--- src/sv/hermite_transfer_function_defines.svh ---
// assertion macros shared by the hermite transfer function rtl
`ifndef HERMITE_TRANSFER_FUNCTION_DEFINES_SVH
`define HERMITE_TRANSFER_FUNCTION_DEFINES_SVH
`ifndef SYNTHESIS
// implication checked at every clock edge outside reset
`define HTF_ASSERT(lbl, clk, rst_n, prop) \
	lbl: assert property (@(posedge clk) disable iff (!rst_n) prop) \
	else $error("htf assertion failed");
// plain condition checked at every clock edge outside reset
`define HTF_ALWAYS(lbl, clk, rst_n, cond) \
	lbl: assert property (@(posedge clk) disable iff (!rst_n) (cond)) \
	else $error("htf invariant failed");
`else
`define HTF_ASSERT(lbl, clk, rst_n, prop)
`define HTF_ALWAYS(lbl, clk, rst_n, cond)
`endif
`endif

--- src/sv/htf_pkg.sv ---
// shared types and constants of the hermite transfer function
package htf_pkg;
	localparam int HTF_MAX_POINTS = 16;
	localparam int ENTRY_W = 96;

	typedef enum logic [1:0] {
		CMD_EVAL   = 2'd0,
		CMD_INSERT = 2'd1,
		CMD_REMOVE = 2'd2,
		CMD_NOP    = 2'd3
	} cmd_code_t;

	typedef enum logic [1:0] {
		ST_OK       = 2'd0,
		ST_EXISTS   = 2'd1,
		ST_FULL     = 2'd2,
		ST_NOTFOUND = 2'd3
	} status_code_t;

	// controller states double as datapath operations
	typedef enum logic [3:0] {
		OP_IDLE, OP_DISPATCH, OP_RD, OP_CHK, OP_DIV, OP_MUL1, OP_MUL2, OP_BASIS,
		OP_SLOPE, OP_SUMS, OP_CHMUL, OP_CHACC, OP_SHRD, OP_SHWR, OP_COMMIT, OP_EMIT
	} dp_op_t;

	typedef struct packed {
		dp_op_t op;
	} ctl_t;

	typedef struct packed {
		logic in_valid;
		logic is_eval;
		logic is_ins;
		logic is_nop;
		logic empty;
		logic chk_done;
		logic chk_bracket;
		logic chk_shift;
		logic div_last;
		logic sh_more;
		logic ch_last;
		logic out_free;
	} sts_t;
endpackage

--- src/sv/htf_ctrl.sv ---
// controller state machine sequencing scan, divide, blend and table moves
module htf_ctrl (
	input  logic          clk,
	input  logic          arst_n,
	input  htf_pkg::sts_t sts,
	output htf_pkg::ctl_t ctl
);
	import htf_pkg::*;

	dp_op_t state_q, state_d;

	// state register
	always_ff @(posedge clk or negedge arst_n) begin
		if (!arst_n) begin
			state_q <= OP_IDLE;
		end else begin
			state_q <= state_d;
		end
	end

	// next state
	always_comb begin
		state_d = state_q;
		ctl.op  = state_q;
		case (state_q)
			OP_IDLE: begin
				if (sts.in_valid) state_d = OP_DISPATCH;
			end
			OP_DISPATCH: begin
				if (sts.is_nop || (sts.empty && !sts.is_ins)) state_d = OP_EMIT;
				else if (sts.empty) state_d = OP_SHRD;
				else state_d = OP_RD;
			end
			OP_RD: state_d = OP_CHK;
			OP_CHK: begin
				if (sts.chk_done) state_d = OP_EMIT;
				else if (sts.chk_bracket) state_d = OP_DIV;
				else if (sts.chk_shift) state_d = OP_SHRD;
				else state_d = OP_RD;
			end
			OP_DIV: begin
				if (sts.div_last) state_d = OP_MUL1;
			end
			OP_MUL1:  state_d = OP_MUL2;
			OP_MUL2:  state_d = OP_BASIS;
			OP_BASIS: state_d = OP_SLOPE;
			OP_SLOPE: state_d = OP_SUMS;
			OP_SUMS:  state_d = OP_CHMUL;
			OP_CHMUL: state_d = OP_CHACC;
			OP_CHACC: state_d = sts.ch_last ? OP_EMIT : OP_CHMUL;
			OP_SHRD:  state_d = sts.sh_more ? OP_SHWR : OP_COMMIT;
			OP_SHWR:  state_d = OP_SHRD;
			OP_COMMIT: state_d = OP_EMIT;
			OP_EMIT: begin
				if (sts.out_free) state_d = OP_IDLE;
			end
			default: state_d = OP_IDLE;
		endcase
	end
endmodule

--- config.mk ---
export PLATFORM = sky130hd
export DESIGN_NAME = htf_ctrl
export DESIGN_NICKNAME = d
export VERILOG_FILES = /design/src/sv/hermite_transfer_function_defines.svh /design/src/sv/htf_pkg.sv /design/src/sv/htf_ctrl.sv
export SDC_FILE = /design/constraint.sdc
export NUM_CORES = 1
export LEC_CHECK = 0
export BUFFER_PORTS_ARGS = -buffer_cell sky130_fd_sc_hd__buf_2
export CAP_MARGIN = 40
export CORE_AREA = 2 2 39 41
export CTS_CLUSTER_DIAMETER = 30
export CTS_CLUSTER_SIZE = 24
export DETAILED_ROUTE_END_ITERATION = 8
export DIE_AREA = 0 0 41 43
export SETUP_SLACK_MARGIN = 0.02
export SLEW_MARGIN = 0
export SYNTH_ARGS = -nofsm -noshare
export SYNTH_HDL_FRONTEND = slang
export SYNTH_SLANG_ARGS = --single-unit
--- constraint.sdc ---
create_clock -name clk -period 2.8 [get_ports clk]
set_input_delay 0.56 -clock clk [delete_from_list [all_inputs] [get_ports clk]]
set_output_delay 0.56 -clock clk [all_outputs]
set_load 0.01 [all_outputs]
==> flow_metrics.py, run 1 <==
metrics = {
    "outcome": {
        "status": "finished clean",
    },
    "power_and_ir_drop": {
        "finalPower_uw": 464,
        "p_leak_uw": 0.000205,
        "powerDensity_mw_per_mm2": 989,
        "ir_worst_vdd_mv": 0.234,
    },
    "logic_synthesis": {
        "yosys-top-cells-count": "nor2_1, dfrtp_1, a21oi_1, buf_6",
        "ys_warn_count": 0,
        "synth-edff-count": 0,
        "yosysMostFrequentCell": "nor2_1",
        "syn-cell-area_um2": 388,
        "yosys.area.top_type": "dfrtp_1",
        "synth.ff_latch_count": 4,
        "seq_area_frac_synth_pct": 25.8,
        "synth_nets": 59,
        "synth_cell_type_count": 27,
        "async_flop_share_pct": 100,
        "ys.flop_type": "dfrtp_1",
        "postSynthAreaPerCell_um2": 8.62,
        "synth_area_leaders": "dfrtp_1, buf_6, nor2_1",
        "synth_cells": 45,
        "synth_top_area_share_pct": 25.8,
    },
    "sta": {
        "hold_viol": 0,
        "slew_violations": 0,
        "hold_ws_ns": 0.112,
        "skew_ns": 0.00351,
        "setup_viol": 0,
        "relSlewSlack_pct": 74.8,
        "worst_slew_pin_slew_ns": 0.375,
        "rsz0062_at_grt": "no",
        "fin_crit_ns": 1.55,
        "tns_ns": 0,
        "fin_crit_sh_pct": 55.4,
        "fmax_mhz": 645,
    },
    "setup_path": {
        "regToRegStartpoint": "ctl[2]",
        "cp.arrival_ns": 0.99,
        "setup.worst_path.end": "ctl[3]",
        "startpoint_type": "flop",
        "path_depth": 1,
        "cp-end-kind": "primary output",
        "critPathMaxFanout": 11,
        "cp_num_buf_inv": 1,
        "critPathTopFamily": "flip-flops",
        "cp-startpoint": "ctl[3]",
        "ff2ff_setup_slack_ns": 1.32,
        "slowest_delay_ns": 0.55,
        "worstPathCellList": "buf_2",
        "critical-path-slowest-cell": "dfrtp_1",
        "rr_endpoint": "ctl[2]",
        "crit_type": "flop to primary output",
        "reg2reg_depth": 4,
        "crit_required_ns": 2.24,
    },
    "cells_and_area": {
        "n_antenna_cell": 0,
        "fin_nets": 76,
        "fillers": 153,
        "largest_reg_flops": 4,
        "area_growth_pct": 21.0,
        "drive_gt1_share_pct": 41.7,
    },
    "global_routing": {
        "antenna_found_initial": 0,
        "grt_pass1_vias": 341,
        "track_usage_pct": 11.8,
        "grt_max_degree": 12,
        "overflow": 0,
        "grt_pass1_wl_um": 1370,
    },
    "routing": {
        "ant_nets": 0,
        "routed_wl_um": 855,
        "first_iter_violations": 4,
        "vias_per_cell": 5.20,
        "first_pass_iters": 2,
        "wire_per_inst_um": 11.3,
        "dr_total_vias": 395,
        "drc": 0,
    },
    "floorplan": {
        "die_h_um": 43,
        "rows": 14,
        "ioPinCount": 18,
        "die_x_um": 41,
        "coreArea_mm2": 0.00138,
        "initial_core_util_pct": 28.0,
        "dieArea_mm2": 0.00176,
    },
    "cts": {
        "cts_sinks": 4,
        "cts_tree": "done",
        "cts_max_level": 1,
        "cts_buffers": 3,
        "clk_pin_slew_ns": 0.04,
        "insertion_delay_ns": 0.24,
        "post_cts_buffers": 0,
        "cts_resized": 0,
        "clk_path_buf_depth": 2,
        "cts_hold_buffers": 0,
        "cts_root_buf": "clkbuf_4",
    },
    "placed_design": {
        "io_buffer_count": 16,
        "finalWeightedCongestion": 0.805,
        "dp.final_hpwl_um": 660,
    },
    "worst_hold_path": {
        "hold_path.class": "input port to async pin",
    },
    "flow_run": {
        "cap_viol_max_count": 0,
    },
}
[cells in the final DEF, fill, tap and decap left out]
master / n
o21bai_1: 1
a22oi_2: 1
buf_2: 16
or2_2: 1
clkbuf_4: 3
o21ai_0: 2
inv_1: 2
nand2b_1: 1
nor4_2: 1
nor2_1: 7
o221a_2: 1
nand2_2: 1
a21oi_1: 3
or3_1: 1
nand4_1: 2
nor3b_1: 2
nand2_1: 1
mux2_1: 1
o2111ai_1: 1
nor4b_2: 1
o211ai_1: 1
nand3b_1: 2
nor4_1: 1
mux2i_1: 1
a22o_1: 1
o21ai_1: 1
dfrtp_1: 4
[report_power, final]
part	switching (uW)	leakage [uW]	internal [uW]
Clock	26.0	0.0000138	48.1
Combinational	103	0.000146	120
Sequential	80.3	0.0000447	87.5
[layout make-up]
cell class	count	area (um2)	area share, %
sequential	4	100	21.3
clock buffer	3	22.5	4.80
inverter	2	7.51	1.60
tap	16	20.0	4.27
timing repair buffer	16	80.1	17.1
multi-input combinational	35	239	50.9
[how the worst min path moves through the flow]
stage,startpoint,to,slack (ns),cells after the start
2_1_floorplan,arst_n,ctl[0],0.26,0
3_3_place_gp,arst_n,ctl[0],0.36,1
6_report,arst_n,ctl[2],0.11,1
4_1_cts,arst_n,ctl[2],0.11,1
5_1_grt,arst_n,ctl[0],0.12,1
3_5_place_dp,arst_n,ctl[0],0.37,1
[metal layers]
metal	vias to the layer above	part of all wire [%]	track usage, %
li1	196	-	-
met2	12	52	17.8
met4	0	3.2	8.00
met5	-	0	0
met1	185	41	14.6
met3	2	4.4	1.57
[metrics by stage]
step | area [um2] | setup WS [ns] | util [%] | instances
2_1_floorplan | 388 | 1.46 | - | 45
3_3_place_gp | 447 | 1.25 | 32.3 | 73
4_1_cts | 469 | 1.24 | 33.9 | 76
5_1_grt | 469 | 1.20 | 33.9 | 76
6_report | 469 | 1.25 | 33.9 | 76
3_5_place_dp | 447 | 1.26 | 32.3 | 73
[cell families after synthesis]
| logic type | after synthesis | share of synthesized area [%] |
|---|---|---|
| buf+inv | 6 | 12.6 |
| compound gates | 12 | 22.3 |
| mux | 2 | 5.48 |
| simple gates | 21 | 33.9 |
| flops | 4 | 25.8 |
Note: power is estimated with default switching activity, not from simulation.
==> run 2: changes to the inputs <==
==> constraint.sdc (replaced) <==
create_clock -name clk -period 1.6 [get_ports clk]
set_input_delay 0.32 -clock clk [delete_from_list [all_inputs] [get_ports clk]]
set_output_delay 0.32 -clock clk [all_outputs]
set_load 0.01 [all_outputs]
==> flow_metrics.py, run 2 (same netlist as run 1, synthesis figures left out) <==
metrics = {
    "placed_design": {
        "io_buffer_count": 16,
        "dp.final_hpwl_um": 778,
        "finalWeightedCongestion": 0.823,
    },
    "routing": {
        "first_pass_iters": 4,
        "wl_met1_um": 386,
        "met2WireLength_um": 543,
        "ant_nets": 0,
        "top_layer_used": "met3",
        "routed_wl_um": 968,
        "drc": 0,
        "wire_per_inst_um": 11.8,
        "dr_total_vias": 401,
        "first_iter_violations": 9,
        "wl_met3_um": 37,
        "vias_per_cell": 4.89,
    },
    "sta": {
        "hold_ws_ns": 0.380,
        "fmax_mhz": 748,
        "fin_crit_ns": 1.34,
        "relSlewSlack_pct": 76.0,
        "hold_viol": 0,
        "setup_viol": 0,
        "skew_ns": 0.0000735,
        "fin_crit_sh_pct": 83.5,
        "tns_ns": 0,
        "worst_slew_pin_slew_ns": 0.357,
        "rsz0062_at_grt": "no",
        "slew_violations": 0,
    },
    "cells_and_area": {
        "fillers": 148,
        "final_cell_mix": "buf_2, nor2_1, buf_4",
        "layout_commonest_cell": "buf_2",
        "area_growth_pct": 33.2,
        "multi_input_area_um2": 239,
        "largest_reg_flops": 4,
        "fin_nets": 82,
        "n_antenna_cell": 0,
        "seqCellArea_um2": 100,
        "drive_gt1_share_pct": 45.5,
    },
    "floorplan": {
        "ioPinCount": 18,
        "coreArea_mm2": 0.00138,
        "rows": 14,
        "dieArea_mm2": 0.00176,
        "initial_core_util_pct": 28.0,
        "die_h_um": 43,
        "die_x_um": 41,
    },
    "global_routing": {
        "grt_pass1_vias": 434,
        "grt_max_degree": 11,
        "track_usage_pct": 13.3,
        "antenna_found_initial": 0,
        "overflow": 0,
        "grt_pass1_wl_um": 1630,
    },
    "cts": {
        "cts_tree": "done",
        "cts_sinks": 4,
        "cts_max_level": 1,
        "clk_path_buf_depth": 2,
        "clk_pin_slew_ns": 0.04,
        "insertion_delay_ns": 0.23,
        "cts_buffers": 3,
        "cts_root_buf": "clkbuf_4",
    },
    "worst_hold_path": {
        "hold_path.class": "input port to flop",
    },
    "power_and_ir_drop": {
        "finalPower_uw": 909,
        "p_comb_share_pct": 64.0,
        "switching_share_pct": 42.7,
        "pwr-share-clk_pct": 13.4,
        "p_seq_share_pct": 22.5,
        "p_leak_uw": 0.000233,
        "powerDensity_mw_per_mm2": 1760,
        "ir_worst_vdd_mv": 0.416,
        "internal-power_uw": 521,
        "p_switching_uw": 388,
    },
    "setup_path": {
        "crit_required_ns": 1.28,
        "cp-end-kind": "primary output",
        "startpoint_type": "flop",
        "critPathMaxFanout": 7,
        "crit_type": "flop to primary output",
        "cp.arrival_ns": 1.02,
    },
    "flow_run": {
        "cap_viol_max_count": 0,
    },
    "outcome": {
        "status": "finished clean",
    },
}
run 2: final timing paths:
kind                            slack, ns     end   start  cells past startpoint
worst max register to register       0.27  ctl[2]  ctl[3]                      4
max in group asynchronous            1.06  ctl[2]  arst_n                      2
worst min-delay path                 0.38  ctl[1]  sts[8]                      3
worst min register to register       0.66  ctl[2]  ctl[1]                      3
min in group asynchronous            0.42  ctl[0]  arst_n                      2
worst max-delay path                 0.26  ctl[3]  ctl[3]                      2
run 2: final cells by class:
class	count	share of cell area (%)
flip-flops and latches	4	19.4
inverters	2	1.45
multi-input cells	35	46.2
well taps	16	3.87
clock buffers	3	4.36
repair buffers	22	24.7
run 2: worst max-delay path, cell delays in order, from the launching register on:
cell	delay (ns)
dfrtp_1	0.47
buf_4	0.19
buf_2	0.13
run 2: power groups by stage:
stage | clock [uW] | combinational [uW] | sequential [uW]
finish | 122 | 582 | 205
global placement | 0 | 569 | 203
CTS | 128 | 583 | 205
global route | 127 | 635 | 211
floorplan | 0 | 439 | 210
detailed placement | 0 | 579 | 207
run 2: routing by layer:
metal / GRT usage, % / vias to the layer above
li1: - / 207
met1: 14.8 / 185
met2: 22.8 / 9
met3: 0 / 0
met4: 8.67 / 0
met5: 0 / -
run 2: repair_timing:
action / 4_1_cts / 5_1_grt
gates resized for setup: 0 / 0
setup buffers: 0 / 0
hold buffers: 1 / 0
endpoints found under the hold margin: 4 / 0
run 2: per-stage QoR:
step           util, %  setup WS [ns]  cell area [um2]  std cells
2_1_floorplan        -          0.264              388         45
3_3_place_gp      35.0          0.289              484         78
3_5_place_dp      35.0          0.274              484         78
4_1_cts           37.3          0.255              517         82
5_1_grt           37.3          0.207              517         82
6_report          37.3          0.263              517         82
